### src/rtl/mccl_pkg.sv
// mccl_pkg: shared types and constants for the midi controller pitch block
// no dependencies; used by mccl_step, the top level and the checker
package mccl_pkg;

  // event commands
  localparam logic [1:0] CMD_CTRL  = 2'd0;
  localparam logic [1:0] CMD_NOTE  = 2'd1;
  localparam logic [1:0] CMD_LEARN = 2'd2;

  // learn roles
  localparam logic [1:0] ROLE_NONE  = 2'd0;
  localparam logic [1:0] ROLE_DOWN  = 2'd1;
  localparam logic [1:0] ROLE_UP    = 2'd2;
  localparam logic [1:0] ROLE_RESET = 2'd3;

  // reported actions
  localparam logic [2:0] ACT_NONE  = 3'd0;
  localparam logic [2:0] ACT_DOWN  = 3'd1;
  localparam logic [2:0] ACT_UP    = 3'd2;
  localparam logic [2:0] ACT_RESET = 3'd3;
  localparam logic [2:0] ACT_LEARN = 3'd4;

  localparam logic [6:0] PRESS_LEVEL = 7'd64;
  localparam logic [6:0] NOTE_DOWN   = 7'd60;
  localparam logic [6:0] NOTE_UP     = 7'd62;
  localparam logic [6:0] NOTE_RESET  = 7'd64;

  localparam logic signed [4:0] PITCH_MIN  = -5'sd12;
  localparam logic signed [4:0] PITCH_MAX  = 5'sd12;
  localparam logic signed [4:0] PITCH_ZERO = 5'sd0;

  localparam logic [6:0] DOWN_CTRL_RST  = 7'd30;
  localparam logic [6:0] UP_CTRL_RST    = 7'd31;
  localparam logic [6:0] RESET_CTRL_RST = 7'd32;

  // one event held in the input register
  typedef struct packed {
    logic [1:0] command;
    logic [6:0] number;
    logic       press;     // controller value at or above press level
    logic [1:0] role;
    logic       in_range;  // controller number below controller count
    logic       was;       // stored pressed bit for this controller
  } mccl_item_t;

  typedef struct packed {
    logic [1:0]        armed;
    logic [6:0]        down_ctrl;
    logic [6:0]        up_ctrl;
    logic [6:0]        reset_ctrl;
    logic signed [4:0] pitch;
  } mccl_state_t;

  typedef struct packed {
    mccl_state_t state;
    logic [2:0]  act;
    logic        press_we;
    logic        press_val;
  } mccl_step_t;

endpackage

### src/rtl/mccl_step.sv
// mccl_step: next-state and action logic for one event
// depends on mccl_pkg
module mccl_step (
  input  mccl_pkg::mccl_item_t  item,
  input  mccl_pkg::mccl_state_t cur,
  output mccl_pkg::mccl_step_t  res
);

  mccl_pkg::mccl_state_t nxt;
  logic [2:0]            act;

  always_comb begin
    nxt = cur;
    act = mccl_pkg::ACT_NONE;
    unique case (item.command)
      mccl_pkg::CMD_CTRL: begin
        if (item.in_range) begin
          if (cur.armed != mccl_pkg::ROLE_NONE) begin
            case (cur.armed)
              mccl_pkg::ROLE_DOWN: nxt.down_ctrl = item.number;
              mccl_pkg::ROLE_UP:   nxt.up_ctrl = item.number;
              default:             nxt.reset_ctrl = item.number;
            endcase
            nxt.armed = mccl_pkg::ROLE_NONE;
            act = mccl_pkg::ACT_LEARN;
          end else if (item.press && !item.was) begin
            // down wins over up, up over reset
            if (item.number == cur.down_ctrl) begin
              act = mccl_pkg::ACT_DOWN;
            end else if (item.number == cur.up_ctrl) begin
              act = mccl_pkg::ACT_UP;
            end else if (item.number == cur.reset_ctrl) begin
              act = mccl_pkg::ACT_RESET;
            end
          end
        end
      end
      mccl_pkg::CMD_NOTE: begin
        if (item.number == mccl_pkg::NOTE_DOWN) begin
          act = mccl_pkg::ACT_DOWN;
        end else if (item.number == mccl_pkg::NOTE_UP) begin
          act = mccl_pkg::ACT_UP;
        end else if (item.number == mccl_pkg::NOTE_RESET) begin
          act = mccl_pkg::ACT_RESET;
        end
      end
      mccl_pkg::CMD_LEARN: begin
        nxt.armed = item.role;
      end
      default: begin
      end
    endcase

    // saturating pitch step
    case (act)
      mccl_pkg::ACT_DOWN: begin
        if (cur.pitch > mccl_pkg::PITCH_MIN) nxt.pitch = cur.pitch - 5'sd1;
      end
      mccl_pkg::ACT_UP: begin
        if (cur.pitch < mccl_pkg::PITCH_MAX) nxt.pitch = cur.pitch + 5'sd1;
      end
      mccl_pkg::ACT_RESET: nxt.pitch = mccl_pkg::PITCH_ZERO;
      default: begin
      end
    endcase
  end

  assign res.state     = nxt;
  assign res.act       = act;
  assign res.press_we  = (item.command == mccl_pkg::CMD_CTRL) && item.in_range;
  assign res.press_val = item.press;

endmodule

### src/rtl/midi_cc_pitch_control_with_learn.sv
// midi_cc_pitch_control_with_learn: top level, pitch offset from midi events with cc learn
// depends on mccl_pkg and mccl_step
//
//   channel | handshake              | payload
//   --------+------------------------+-----------------------------------------------
//   event   | evt_valid / evt_stall  | command, number, ctrl_value, learn_role
//   result  | res_valid / res_stall  | pitch_semitones, action, learning, *_assign
//
// one result per event; each event passes through the input register and then the result register
// a new event is taken every cycle while evt_stall is low; the state update happens in one pass of
// mccl_step between the input register and the result register
// the pressed bit of a controller is read when the event is taken and
// forwarded from the event being retired in that same cycle
// rst is synchronous: pressed bits cleared, assignments 30/31/32, pitch 0
// a stall on the result side holds the result and the queued event; the
// event side stalls only when both registers are full
module midi_cc_pitch_control_with_learn #(
  parameter int CTRL_COUNT = 128
) (
  input  logic              clk,
  input  logic              rst,
  // event channel
  input  logic              evt_valid,
  output logic              evt_stall,
  input  logic [1:0]        command,
  input  logic [6:0]        number,
  input  logic [6:0]        ctrl_value,
  input  logic [1:0]        learn_role,
  // result channel
  output logic              res_valid,
  input  logic              res_stall,
  output logic signed [4:0] pitch_semitones,
  output logic [2:0]        action,
  output logic              learning,
  output logic [6:0]        down_assign,
  output logic [6:0]        up_assign,
  output logic [6:0]        reset_assign
);

  localparam int IDX_W = (CTRL_COUNT > 1) ? $clog2(CTRL_COUNT) : 1;

  // input register
  logic                  item_valid;
  mccl_pkg::mccl_item_t  item;
  mccl_pkg::mccl_item_t  item_next;

  // block state
  logic [CTRL_COUNT-1:0] pressed;
  mccl_pkg::mccl_state_t st;
  mccl_pkg::mccl_step_t  step;

  logic                  advance;    // queued event retires into the result register
  logic                  evt_xfer;
  logic                  fwd;
  logic                  in_range;

  assign advance   = item_valid && !(res_valid && res_stall);
  assign evt_stall = item_valid && !advance;
  assign evt_xfer  = evt_valid && !evt_stall;

  assign in_range = {1'b0, number} < 8'(CTRL_COUNT);

  // bypass the pressed bit being written by the retiring event
  assign fwd = advance && step.press_we && (item.number == number);

  always_comb begin
    item_next.command  = command;
    item_next.number   = number;
    item_next.press    = ctrl_value >= mccl_pkg::PRESS_LEVEL;
    item_next.role     = learn_role;
    item_next.in_range = in_range;
    if (!in_range) begin
      item_next.was = 1'b0;
    end else if (fwd) begin
      item_next.was = step.press_val;
    end else begin
      item_next.was = pressed[number[IDX_W-1:0]];
    end
  end

  mccl_step u_step (
    .item (item),
    .cur  (st),
    .res  (step)
  );

  // input register
  always_ff @(posedge clk) begin
    if (rst) begin
      item_valid <= 1'b0;
    end else if (evt_xfer) begin
      item_valid <= 1'b1;
    end else if (advance) begin
      item_valid <= 1'b0;
    end
    if (evt_xfer) begin
      item <= item_next;
    end
  end

  // state registers and pressed bits
  always_ff @(posedge clk) begin
    if (rst) begin
      pressed       <= '0;
      st.armed      <= mccl_pkg::ROLE_NONE;
      st.down_ctrl  <= mccl_pkg::DOWN_CTRL_RST;
      st.up_ctrl    <= mccl_pkg::UP_CTRL_RST;
      st.reset_ctrl <= mccl_pkg::RESET_CTRL_RST;
      st.pitch      <= mccl_pkg::PITCH_ZERO;
    end else if (advance) begin
      st <= step.state;
      if (step.press_we) begin
        pressed[item.number[IDX_W-1:0]] <= step.press_val;
      end
    end
  end

  // result register
  always_ff @(posedge clk) begin
    if (rst) begin
      res_valid <= 1'b0;
    end else if (advance) begin
      res_valid <= 1'b1;
    end else if (!res_stall) begin
      res_valid <= 1'b0;
    end
    if (advance) begin
      pitch_semitones <= step.state.pitch;
      action          <= step.act;
      learning        <= step.state.armed != mccl_pkg::ROLE_NONE;
      down_assign     <= step.state.down_ctrl;
      up_assign       <= step.state.up_ctrl;
      reset_assign    <= step.state.reset_ctrl;
    end
  end

endmodule

### config.mk
export PLATFORM = sky130hd
export DESIGN_NAME = midi_cc_pitch_control_with_learn
export DESIGN_NICKNAME = d
export VERILOG_FILES = /design/src/rtl/mccl_pkg.sv /design/src/rtl/mccl_step.sv /design/src/rtl/midi_cc_pitch_control_with_learn.sv
export SDC_FILE = /design/constraint.sdc
export NUM_CORES = 1
export LEC_CHECK = 0
export BUFFER_PORTS_ARGS = -buffer_cell sky130_fd_sc_hd__buf_2
export CELL_PAD_IN_SITES_DETAIL_PLACEMENT = 0
export CELL_PAD_IN_SITES_GLOBAL_PLACEMENT = 1
export CORE_AREA = 2 2 199 103
export DETAILED_ROUTE_END_ITERATION = 7
export DIE_AREA = 0 0 201 105
export HOLD_SLACK_MARGIN = 0.02
export PLACE_DENSITY_LB_ADDON = 0.1
export SLEW_MARGIN = 40
export SYNTH_ARGS = -nofsm -noshare
export SYNTH_HDL_FRONTEND = slang
export SYNTH_SLANG_ARGS = --single-unit
export TNS_END_PERCENT = 10
### constraint.sdc
create_clock -name clk -period 5.95 [get_ports clk]
set_input_delay 0.8925 -clock clk [delete_from_list [all_inputs] [get_ports clk]]
set_output_delay 0.8925 -clock clk [all_outputs]
set_load 0.05 [all_outputs]
Word level (Yosys, flattened, before mapping)

Index checks and enable logic that the tools add are counted.

Bits in registers: 201
Bits of input ports: 22
Output and inout bits: 32
Word-level logic and storage cells: 88

Add/subtract/negate cells: 2
Order comparisons: 6
Eq/ne operators: 15
Multiplexer cells: 28
Reduce and logical (&&, ||, !) cells: 18

Operators with widths:

| cell                | number |
|---|---|
| $bwmux 128          | 1 |
| $eq 7x7->1          | 4 |
| $mux 23             | 1 |
| $mux 21             | 1 |
| $mux 7              | 3 |
| $lt 7x8->1 const B  | 2 |
| $mux 3              | 5 |
| $pmux 5 s3          | 1 |
| $eq 7x6->1 const B  | 2 |
| $mux 5              | 2 |
| $logic_and 1x1->1   | 8 |
| $bmux 1 s7          | 1 |
| $demux 1 s7         | 1 |
| $eq 7x7->1 const B  | 1 |
| $ge 7x1->1 const B  | 1 |
| $ge 7x7->1 const B  | 1 |
| $mux 1              | 7 |
| $eq 3x2->1 const B  | 2 |
| $mux 2              | 3 |
| $pmux 3 s2          | 1 |
| $reduce_bool 2->1   | 3 |
| $add 5x2->5 const B | 1 |
| $gt 5x5->1 const B  | 1 |
| $lt 5x5->1 const B  | 1 |
| other kinds (10)    | 15 |

Depth between registers and ports, before layout

Gate-level depths: netlist of run 1.

Depth after elaboration: 9
Gate-level depth with buffers: 9
Gate-level depth less buffers: 9

By module

Synthesis of run 1 repeated with hierarchy kept, for this count alone.

Cell total of the unflattened synthesis: 1062
Area, all modules: 9803.2 um^2

By module, submodules not included:

| module                           | instances | cells an instance | area each (um^2) | seq. area each (um^2) |
|---|---|---|---|---|
| midi_cc_pitch_control_with_learn | 1         | 925               | 8714.6           | 4454.3 |
| mccl_step                        | 1         | 137               | 1088.5           | 0.0 |

Worst setup path before layout of run 1

No wires, ideal clock.

Kind: input to register
From: in number[1]
To: reg, netlist name item[0]
Setup time: 0.273 ns
Arrival: 2.518 ns
Required time: 5.677 ns
Slack: 3.158 ns
Stages: 6
Path buffers: 2
Cell sequence: buf_2 buf_1 mux4_2 a311o_1 a2111oi_0 a211oi_1

RTL lines:

| element         | RTL line                               | source |
|---|---|---|
| start, declared | midi_cc_pitch_control_with_learn.sv:26 | `input logic [6:0] number,` |

==> results of run 1 <==
==> path summary, 6_finish.rpt <==
kind                                        to  slack, ns               startpoint
setup / recovery  pitch_semitones[1]$_DFFE_PP_       2.83        item[5]$_DFFE_PP_
hold / removal         pressed[9]$_SDFFE_PP0P_       0.47  pressed[9]$_SDFFE_PP0P_
setup reg to reg  pitch_semitones[1]$_DFFE_PP_       2.83        item[5]$_DFFE_PP_
hold reg to reg        pressed[9]$_SDFFE_PP0P_       0.47  pressed[9]$_SDFFE_PP0P_
==> kinds of logic after synthesis <==
| family | Yosys count |
|---|---|
| adder cells (fa/ha/maj) | 5 |
| multiplexers | 66 |
| buffers and inverters | 107 |
| AO/OA/AOI/OAI | 322 |
| flip-flops | 201 |
| XOR/XNOR | 28 |
| AND/OR/NAND/NOR | 349 |
==> routing by layer <==
| layer | wire [microns] | vias to the layer above |
|---|---|---|
| li1 | - | 3911 |
| met1 | 13400 | 4168 |
| met2 | 12600 | 291 |
| met3 | 1980 | 46 |
| met4 | 649 | 0 |
| met5 | 0 | - |
==> cells in the mapped netlist (3+ instances only) <==
master,instances
sky130_fd_sc_hd__o221ai_1,4
sky130_fd_sc_hd__mux4_2,26
sky130_fd_sc_hd__a211oi_1,9
sky130_fd_sc_hd__xor2_1,18
sky130_fd_sc_hd__a31oi_1,3
sky130_fd_sc_hd__nand2_1,50
sky130_fd_sc_hd__nor2_1,60
sky130_fd_sc_hd__mux2i_1,7
sky130_fd_sc_hd__nor3_1,23
sky130_fd_sc_hd__o2111ai_1,3
sky130_fd_sc_hd__o21ai_1,3
sky130_fd_sc_hd__nand3b_1,4
sky130_fd_sc_hd__buf_4,3
sky130_fd_sc_hd__nand3_1,153
sky130_fd_sc_hd__buf_2,12
sky130_fd_sc_hd__o21ai_0,136
sky130_fd_sc_hd__edfxtp_1,43
sky130_fd_sc_hd__dfxtp_1,158
sky130_fd_sc_hd__nor2b_1,14
sky130_fd_sc_hd__nand4_1,5
sky130_fd_sc_hd__buf_1,3
sky130_fd_sc_hd__ha_1,5
sky130_fd_sc_hd__xnor2_1,10
sky130_fd_sc_hd__nor4_2,3
sky130_fd_sc_hd__nand2b_1,10
sky130_fd_sc_hd__mux2_2,31
sky130_fd_sc_hd__nor4_1,8
sky130_fd_sc_hd__or2_2,6
sky130_fd_sc_hd__clkbuf_1,75
sky130_fd_sc_hd__inv_1,10
sky130_fd_sc_hd__a21oi_1,135
==> placed cells by master, fill, tap and decap left out, types with 4 or more instances in the layout <==
| master | n |
|---|---|
| sky130_fd_sc_hd__dfxtp_1 | 158 |
| sky130_fd_sc_hd__nor4_1 | 7 |
| sky130_fd_sc_hd__or2_2 | 6 |
| sky130_fd_sc_hd__buf_2 | 46 |
| sky130_fd_sc_hd__nand2_1 | 50 |
| sky130_fd_sc_hd__xnor2_1 | 10 |
| sky130_fd_sc_hd__nand2b_1 | 9 |
| sky130_fd_sc_hd__nor3_2 | 5 |
| sky130_fd_sc_hd__nor3_1 | 18 |
| sky130_fd_sc_hd__clkbuf_1 | 7 |
| sky130_fd_sc_hd__nand4_1 | 5 |
| sky130_fd_sc_hd__o21ai_0 | 136 |
| sky130_fd_sc_hd__nand3_1 | 152 |
| sky130_fd_sc_hd__nor2b_1 | 13 |
| sky130_fd_sc_hd__edfxtp_1 | 43 |
| sky130_fd_sc_hd__nand3b_1 | 4 |
| sky130_fd_sc_hd__nor2_1 | 54 |
| sky130_fd_sc_hd__mux2_2 | 31 |
| sky130_fd_sc_hd__xor2_1 | 18 |
| sky130_fd_sc_hd__a21oi_1 | 135 |
| sky130_fd_sc_hd__mux2i_1 | 7 |
| sky130_fd_sc_hd__ha_1 | 5 |
| sky130_fd_sc_hd__mux4_2 | 26 |
| sky130_fd_sc_hd__clkbuf_16 | 19 |
| sky130_fd_sc_hd__buf_4 | 14 |
| sky130_fd_sc_hd__a211oi_1 | 9 |
| sky130_fd_sc_hd__nor2_4 | 6 |
| sky130_fd_sc_hd__inv_1 | 10 |
| sky130_fd_sc_hd__o221ai_1 | 4 |
==> worst register-to-register path, stage by stage, from the launching register on <==
cell	delay [ns]
sky130_fd_sc_hd__edfxtp_1	0.62
sky130_fd_sc_hd__xor2_1	0.23
sky130_fd_sc_hd__nor4_1	0.34
sky130_fd_sc_hd__nand4_1	0.26
sky130_fd_sc_hd__o211a_2	0.26
sky130_fd_sc_hd__nor2_1	0.60
sky130_fd_sc_hd__inv_2	0.15
sky130_fd_sc_hd__o41ai_2	0.40
sky130_fd_sc_hd__a31o_1	0.14
==> final cells by class <==
class                      instances  area [sq um]  share of cell area [%]
clock buffer                      28           529                    4.92
clock inverter                     4          45.0                   0.419
inverter                          13          48.8                   0.454
multi-input combinational        770          4990                    46.4
sequential                       201          4450                    41.4
tap                              266           333                    3.09
timing repair buffer              62           358                    3.33
==> report_power, final <==
part | leakage (nW) | switching [mW] | internal [mW]
sequential | 1.68 | 0.0249 | 1.42
clock | 0.283 | 0.512 | 0.659
combinational | 1.51 | 0.187 | 0.0718
total | 3.48 | 0.724 | 2.15
==> sequential cells by signal, indices dropped and copies added, names as in the netlist <==
| name | count |
|---|---|
| action | 3 |
| down_assign | 7 |
| item | 13 |
| item_valid | 1 |
| learning | 1 |
| pitch_semitones | 5 |
| pressed | 128 |
| res_valid | 1 |
| reset_assign | 7 |
| st | 28 |
| up_assign | 7 |
==> results, run 1 <==
- The dominant combinational cell family by area after synthesis is compound AO/OA/AOI/OAI gates.
- The mean number of vias per cell is 6.26.
- Static timing analysis puts the maximum clock frequency at 320 MHz.
- Of the total synthesized cell area, the portion taken by XOR and XNOR cells is 2.51%.
- The number of top-level design ports is 54.
- The post-cts gate resize count is 0.
- Counting buffers and inverters, the worst setup path is 8 cells deep.
- For this design the static power due to leakage is 3.48 nW.
- Of all nets on the critical path, the largest fanout is 11.
- The worst-case clock skew is 0.00721 ns.
- The met2 usage is 41.6%.
- In the final design database the tool counted 1094 nets.
- After layout, the worst path uses 52.5% of the clock period.
- The number of cells on the worst reg-to-reg path is 8.
- Routability-driven placement finished with a final weighted congestion of 0.850.
- The worst slew margin relative to its limit is 44.5%.
- The die is 105 microns tall.
- At the pin with the least slew margin, the transition time is 0.832 ns.
- Data arrives at the worst endpoint at 3.48 ns.
- Summing every instance area after synthesis gives 9780 sq um.
- Once detail routing completed, the nets flagged for antenna violations numbered 0.
- Counting both buffers and inverters, the worst setup path holds a total of 1.
- Walking the worst path, the cells encountered are xor2_1, nor4_1, nand4_1, o211a_2, nor2_1, inv_2, o41ai_2, a31o_1.
- The largest total area in the synthesized netlist belongs to sky130_fd_sc_hd__dfxtp_1.
- Before CTS, the worst setup slack after placement is 2.33 ns.
- The clock tree from TritonCTS is yes.
- The area share of the largest cell type after synthesis is 32.3%.
- The maximum number of pins on one net before global-route repair is 86.
- The cell with the biggest individual delay on the critical path is sky130_fd_sc_hd__edfxtp_1.
- The count of pins over their slew limit is 0.
- At the worst endpoint, the required time is 6.30 ns.
- The clock input transition at the sequential cells of the worst setup and hold paths is 0.07 ns.
- The most used flip-flop cell after synthesis is sky130_fd_sc_hd__dfxtp_1.
- The total half-perimeter wirelength after legalization and detailed placement is 16900 microns.
- In the final timing run, aggregate negative setup slack is 0 ns.
- The share of cells above drive strength 1 is 16.9%.
- The share of synthesized flip-flops with an asynchronous set or reset is 0%.
- In this run the cell area measured after placement is 10200 sq um.
- The first detailed-routing pass ran for 5 iterations.
- Counting flops and latches in the post-synthesis netlist gives 201.
- The standard-cell row count is 36.
- CTS built an H-tree with a depth of 1.
- The initial antenna violation count is 0.
- The final routed wirelength across all metal layers is 28600 microns.
- The number of antenna diodes in the final layout is 0.
- The Yosys step of the flow raised 0 warnings.
- In this run the horizontal extent of the chip is 201 microns.
- The portion of the post-synthesis area used by sequential elements is 45.5%.
- The clock passes through at most 3 buffers.
- The tree built by TritonCTS fans out to 201 sinks.
- The count of distinct cell types in the synthesized netlist is 68.
- Counting flops with a built-in enable in the synthesized netlist gives 43.
- Across all layers, the routed design uses 8416 vias.
- The number of global-route vias before repair is 7759.
- For this run, design rule violations remaining after detail routing come to 0.
- The cell count after placement is 1312.
- After global routing, the most crowded layer is met2.
- The number of buffers inserted by post-CTS setup repair is 0.
- The number of hold violations in the final report came to 0.
- The total global routing overflow is 0.
- The initial core utilization is 50.9%.
- The category of the worst setup path launch point is a flip-flop.
- The flow ran to the end, and the final reports show no timing, DRC or antenna violations.
- Dividing total power by cell area gives a power density of 267 nW/um^2.
- The critical path in this run is classified as reg -> reg.
- The post-synthesis adder-cell area fraction is 0.639%.
- The number of cells in the finished layout apart from fillers is 1344.
- Global routing used 26.7% of the available tracks across all layers.
- Setup violations remaining at the end of the flow were counted as 0.
- Cells fill 55.9% of the core in the end.
- The worst hold-check path type is reg -> reg.
- The die covers 21100 sq um.
- The filler cells instantiated in the layout total 1739.
- In the global route stage, met3 resource usage came out at 4.15%.
- The first-iteration detailed-routing DRC count is 772.
- The kind of end point of the critical path is a flip-flop.
- The total nets after synthesis is 1105.
- The cell count of the worst hold path is 2.
- The compound-cell area share of the yosys netlist is 18.3%.
- Setup repair after global routing left no endpoint under its margin.
- The standard cell core area is 19200 sq um.
- For this design, the CTS-stage hold fixing added 0 buffers.
- In the final routed layout, each cell accounts on average for 21.3 microns.
- The minimum period implied by the final worst setup slack is 3.12 ns.
- The synthesized area per cell is 9.08 sq um.
- Summing all non-filler instances in the final layout gives an area of 10800 sq um.
- The tool flagged a number of max-cap violations equal to 0.
- Buffers inserted during clock tree synthesis total 19.
- The cell family contributing the most delay on the critical path is simple AND/OR/NAND/NOR gates.
- The largest voltage drop on the vdd net is 0.159 mV.
- The clock reaches the later pin of the worst-skew pair after 0.48 ns.
- Relative to the synthesized area, the layout overhead comes to 9.95%.
- The count of buffers added on input and output ports is 47.
- Final hold analysis gives a worst-case slack of 0.472 ns.
- In this design, the stage delay of the slowest critical-path cell is 0.62 ns.
- The overall power of the completed layout is 2.88 mW.
- Summing the areas of all and, or, nand and nor instances in the mapped netlist gives 17.9% of the synthesized area.
- The portion of netlist area occupied by mux cells is 10.7%.
- In this run the clock root is driven by a sky130_fd_sc_hd__clkbuf_16.
- Sorting the synthesized cells by area gives the leading types as sky130_fd_sc_hd__dfxtp_1 32%, sky130_fd_sc_hd__edfxtp_1 13%, sky130_fd_sc_hd__nand3_1 7.8%.
- The wire length of the first global-routing pass is 44700 microns.
- Counting every instance in the synthesized netlist gives 1078.
- Across all setup checks in the final design, the least slack found is 2.83 ns.
- Global routing consumed, on the met1 layer, 38.9% of the routing resources.
No activity file was read; power rests on OpenSTA's default activity.
==> inputs of run 2 (changes only) <==
--- a/config.mk
+++ b/config.mk
@@ -8,9 +8,9 @@
 export BUFFER_PORTS_ARGS = -buffer_cell sky130_fd_sc_hd__buf_2
 export CELL_PAD_IN_SITES_DETAIL_PLACEMENT = 0
 export CELL_PAD_IN_SITES_GLOBAL_PLACEMENT = 1
-export CORE_AREA = 2 2 199 103
+export CORE_AREA = 2 2 208 108
 export DETAILED_ROUTE_END_ITERATION = 7
-export DIE_AREA = 0 0 201 105
+export DIE_AREA = 0 0 210 110
 export HOLD_SLACK_MARGIN = 0.02
 export PLACE_DENSITY_LB_ADDON = 0.1
 export SLEW_MARGIN = 40
==> constraint.sdc (replaced) <==
create_clock -name clk -period 2.99 [get_ports clk]
set_input_delay 0.4485 -clock clk [delete_from_list [all_inputs] [get_ports clk]]
set_output_delay 0.4485 -clock clk [all_outputs]
set_load 0.05 [all_outputs]
==> run 2 against run 1 <==
Non-clock buffer count up 42. Total power up 110%. Critical path depth unchanged. Wire length up 10%. Global-route usage up 0.79 points. Setup slack worse by 2.6 ns. Register-to-register slack worse by 2.6 ns. Final area up 3.4%. Cell count up 4.4%. Die area up 9.5%. Maximum frequency up 12%. Via count up 1.2%. Critical path type unchanged. Largest cell class unchanged. Highest routed layer unchanged.
==> results, run 2 (synthesized netlist as in run 1, its figures left out) <==
- The flip-flop count of the largest register after layout is 128 (unchanged).
- The cell count after placement is 1368 (was 1312).
- The clock tree from TritonCTS was yes (unchanged).
- The maximum clock insertion buffer count is 3 (unchanged).
- The maximum clock frequency is 360 MHz (was 320 MHz).
- The global routing met1 resource utilization is 44.8% (was 38.9%).
- The number of iterations in the first detailed-routing pass is 7 (was 5).
- The number of global-route vias before repair is 7774 (was 7759).
- The category of the worst setup path launch point is a flip-flop (unchanged).
- The final routed wirelength across all metal layers was 31500 microns (was 28600 microns).
- The critical hold path startpoint is command[1] (was pressed[9]$_SDFFE_PP0P_).
- The summed area of non-filler cells in the final layout is 11100 sq um (was 10800 sq um).
- The number of top-level design ports came to 54 (unchanged).
- The transition at the pin with the smallest max-transition slack is 0.839 ns (was 0.832 ns).
- The worst hold-check path type is in -> reg (was reg -> reg).
- The most common library cell in the layout ignoring fill and taps is sky130_fd_sc_hd__dfxtp_1 (unchanged).
- The post-place instance area came to 10500 sq um (was 10200 sq um).
- The combined global-route utilization of all metal layers is 27.5% (was 26.7%).
- The clock input transition at the sequential cells of the worst setup and hold paths is 0.07 ns (about the same).
- The initial core utilization was 46.0% (was 50.9%).
- The number of maximum-capacitance constraint violations is 0 (unchanged).
- The area of the die was 23100 sq um (was 21100 sq um).
- The remaining routing DRC violations was 0 (unchanged).
- The largest voltage drop on the vdd net is 0.356 mV (was 0.159 mV).
- The maximum number of pins on one net before global-route repair is 146 (was 86).
- The weighted congestion reported at the end of routability-driven placement is 0.829 (was 0.850).
- The global routing usage on met3 came to 6.91% (was 4.15%).
- The number of inserted diodes came to 0 (unchanged).
- The kind of end point of the critical path is a flip-flop (unchanged).
- The leakage power of the design is 3.74 nW (was 3.48 nW).
- The share of cells above drive strength 1 is 19.3% (was 16.9%).
- The number of hold violations in the final report came to 0 (unchanged).
- The filler cell count came to 1974 (was 1739).
- The most utilized layer in the global route result is met1 (was met2).
- The number of buffers created by CTS is 20 (was 19).
- Result of the run: complete, no violations (unchanged).
- The number of nets in the finished design is 1137 (was 1094).
- Largest registers ranked by flip-flop count: pressed x128, st x28, item x13 (unchanged).
- The count of buffers inserted at the top-level ports came to 47 (unchanged).
- The mean number of vias per cell is 6.07 (was 6.26).
- The minimum period implied by the final worst setup slack is 2.78 ns (was 3.12 ns).
- The CTS sink count was 201 (unchanged).
- The setup TNS was 0 ns (unchanged).
- The count of pins over their slew limit came to 0 (unchanged).
- The standard cell core area was 21300 sq um (was 19200 sq um).
- The total global routing overflow is 0 (unchanged).
- The detailed-route via count is 8515 (was 8416).
- The register with the most flip-flops is pressed (unchanged).
- The worst slew margin relative to its limit is 44.0% (was 44.5%).
- The worst setup path startpoint is item[11]$_DFFE_PP_ (was item[5]$_DFFE_PP_).
- The met2 usage is 35.7% (was 41.6%).
- RSZ-0062 raised after global routing: no (unchanged).
- Highest-count cells in the layout ignoring fill and taps: 158 x sky130_fd_sc_hd__dfxtp_1, 153 x sky130_fd_sc_hd__nand3_1, 136 x sky130_fd_sc_hd__o21ai_0, 135 x sky130_fd_sc_hd__a21oi_1, 60 x sky130_fd_sc_hd__nor2_1 (was 158 x sky130_fd_sc_hd__dfxtp_1, 152 x sky130_fd_sc_hd__nand3_1, 136 x sky130_fd_sc_hd__o21ai_0, 135 x sky130_fd_sc_hd__a21oi_1, 54 x sky130_fd_sc_hd__nor2_1).
- The areal power density over the cells is 541 nW/um^2 (was 267 nW/um^2).
- The remaining number of nets flagged by the antenna check after routing is 0 (unchanged).
- The post-cts gate resize count is 0 (unchanged).
- The number of setup violations in the final report is 0 (unchanged).
- The wire length of the first global-routing pass is 48400 microns (was 44700 microns).
- The clock insertion delay at the later pin of the skew report is 0.52 ns (was 0.48 ns).
- The worst-case clock skew came to 0.0113 ns (was 0.00721 ns).
- The number of buffers inserted by post-CTS setup repair is 0 (unchanged).
- The data arrival time of the worst path is 3.03 ns (was 3.48 ns).
- The height of the die is 110 microns (was 105 microns).
- The area growth from synthesis to layout is 13.7% (was 9.95%).
- The cell count of the worst hold path is 1 (was 2).
- The final standard cell utilization of the core is 52.4% (was 55.9%).
- The number of cells on the worst reg-to-reg path is 8 (unchanged).
- The number of buffers inserted by hold repair at cts is 0 (unchanged).
- The largest fanout on the critical path is 20 (was 11).
- The root buffer cell is sky130_fd_sc_hd__clkbuf_16 (unchanged).
- The total half-perimeter wirelength after legalization and detailed placement came to 19900 microns (was 16900 microns).
- The worst reg2reg path startpoint is item[11]$_DFFE_PP_ (was item[5]$_DFFE_PP_).
- The portion of the clock cycle consumed by the worst path in the final layout is 93.0% (was 52.5%).
- The required time of the critical path was 3.24 ns (was 6.30 ns).
- The first-iteration detailed-routing DRC count is 1049 (was 772).
- The classification of the worst setup path was reg -> reg (unchanged).
- The standard-cell row count is 38 (was 36).
- The number of cells in the finished layout apart from fillers is 1403 (was 1344).
- The number of H-tree levels is 1 (unchanged).
- The initial antenna violation count is 0 (unchanged).
- The horizontal die dimension is 210 microns (was 201 microns).
- The overall power of the completed layout is 6.02 mW (was 2.88 mW).
- The final routed wire length divided by cell count is 22.4 microns (was 21.3 microns).
==> run 2: power by group <==
group / internal, mW / leakage (nW) / switching, mW
combinational: 0.167 / 1.73 / 0.397
sequential: 2.83 / 1.68 / 0.0425
clock: 1.46 / 0.327 / 1.12
==> run 2: routing by layer <==
| layer | part of all wire (%) | routed length (microns) | vias up |
|---|---|---|---|
| li1 | - | - | 4016 |
| met1 | 52 | 16500 | 4113 |
| met2 | 37 | 11800 | 358 |
| met3 | 8.9 | 2820 | 28 |
| met4 | 1.3 | 399 | 0 |
| met5 | 0 | 0 | - |
==> run 2: metrics by stage <==
| stage | worst slack [ns] | hold slack (ns) |
|---|---|---|
| detailed placement | 0.306 | 0.463 |
| floorplan | 0.642 | 0.449 |
| global placement | 0.314 | 0.460 |
| finish | 0.211 | 0.112 |
| global route | 0.0576 | 0.0948 |
| CTS | 0.273 | 0.0970 |
==> run 2: critical path, cell delays in order, from the launching register on <==
cell and delay (ns):
sky130_fd_sc_hd__edfxtp_1 0.51, sky130_fd_sc_hd__buf_4 0.33, sky130_fd_sc_hd__or4b_1 0.50, sky130_fd_sc_hd__o22ai_1 0.16, sky130_fd_sc_hd__and2b_1 0.30, sky130_fd_sc_hd__nor2_1 0.16, sky130_fd_sc_hd__buf_4 0.16, sky130_fd_sc_hd__a41oi_1 0.28
sky130_fd_sc_hd__o21ai_0 0.12
==> run 2: worst paths after layout <==
| check | endpoint | slack (ns) |
|---|---|---|
| worst max-delay path | pitch_semitones[4]$_DFFE_PP_ | 0.21 |
| worst min register to register | pressed[81]$_SDFFE_PP0P_ | 0.47 |
| worst min-delay path | item[13]$_DFFE_PP_ | 0.11 |
| worst max register to register | pitch_semitones[4]$_DFFE_PP_ | 0.21 |
==> run 2: layout make-up <==
| type | instances | area (sq um) | area share, % |
|---|---|---|---|
| tap | 280 | 350 | 3.15 |
| timing repair buffer | 104 | 716 | 6.43 |
| clock buffer | 30 | 631 | 5.67 |
| clock inverter | 5 | 31.3 | 0.281 |
| sequential | 201 | 4450 | 40.0 |
| multi-input combinational | 770 | 4900 | 44.0 |
| inverter | 13 | 48.8 | 0.438 |
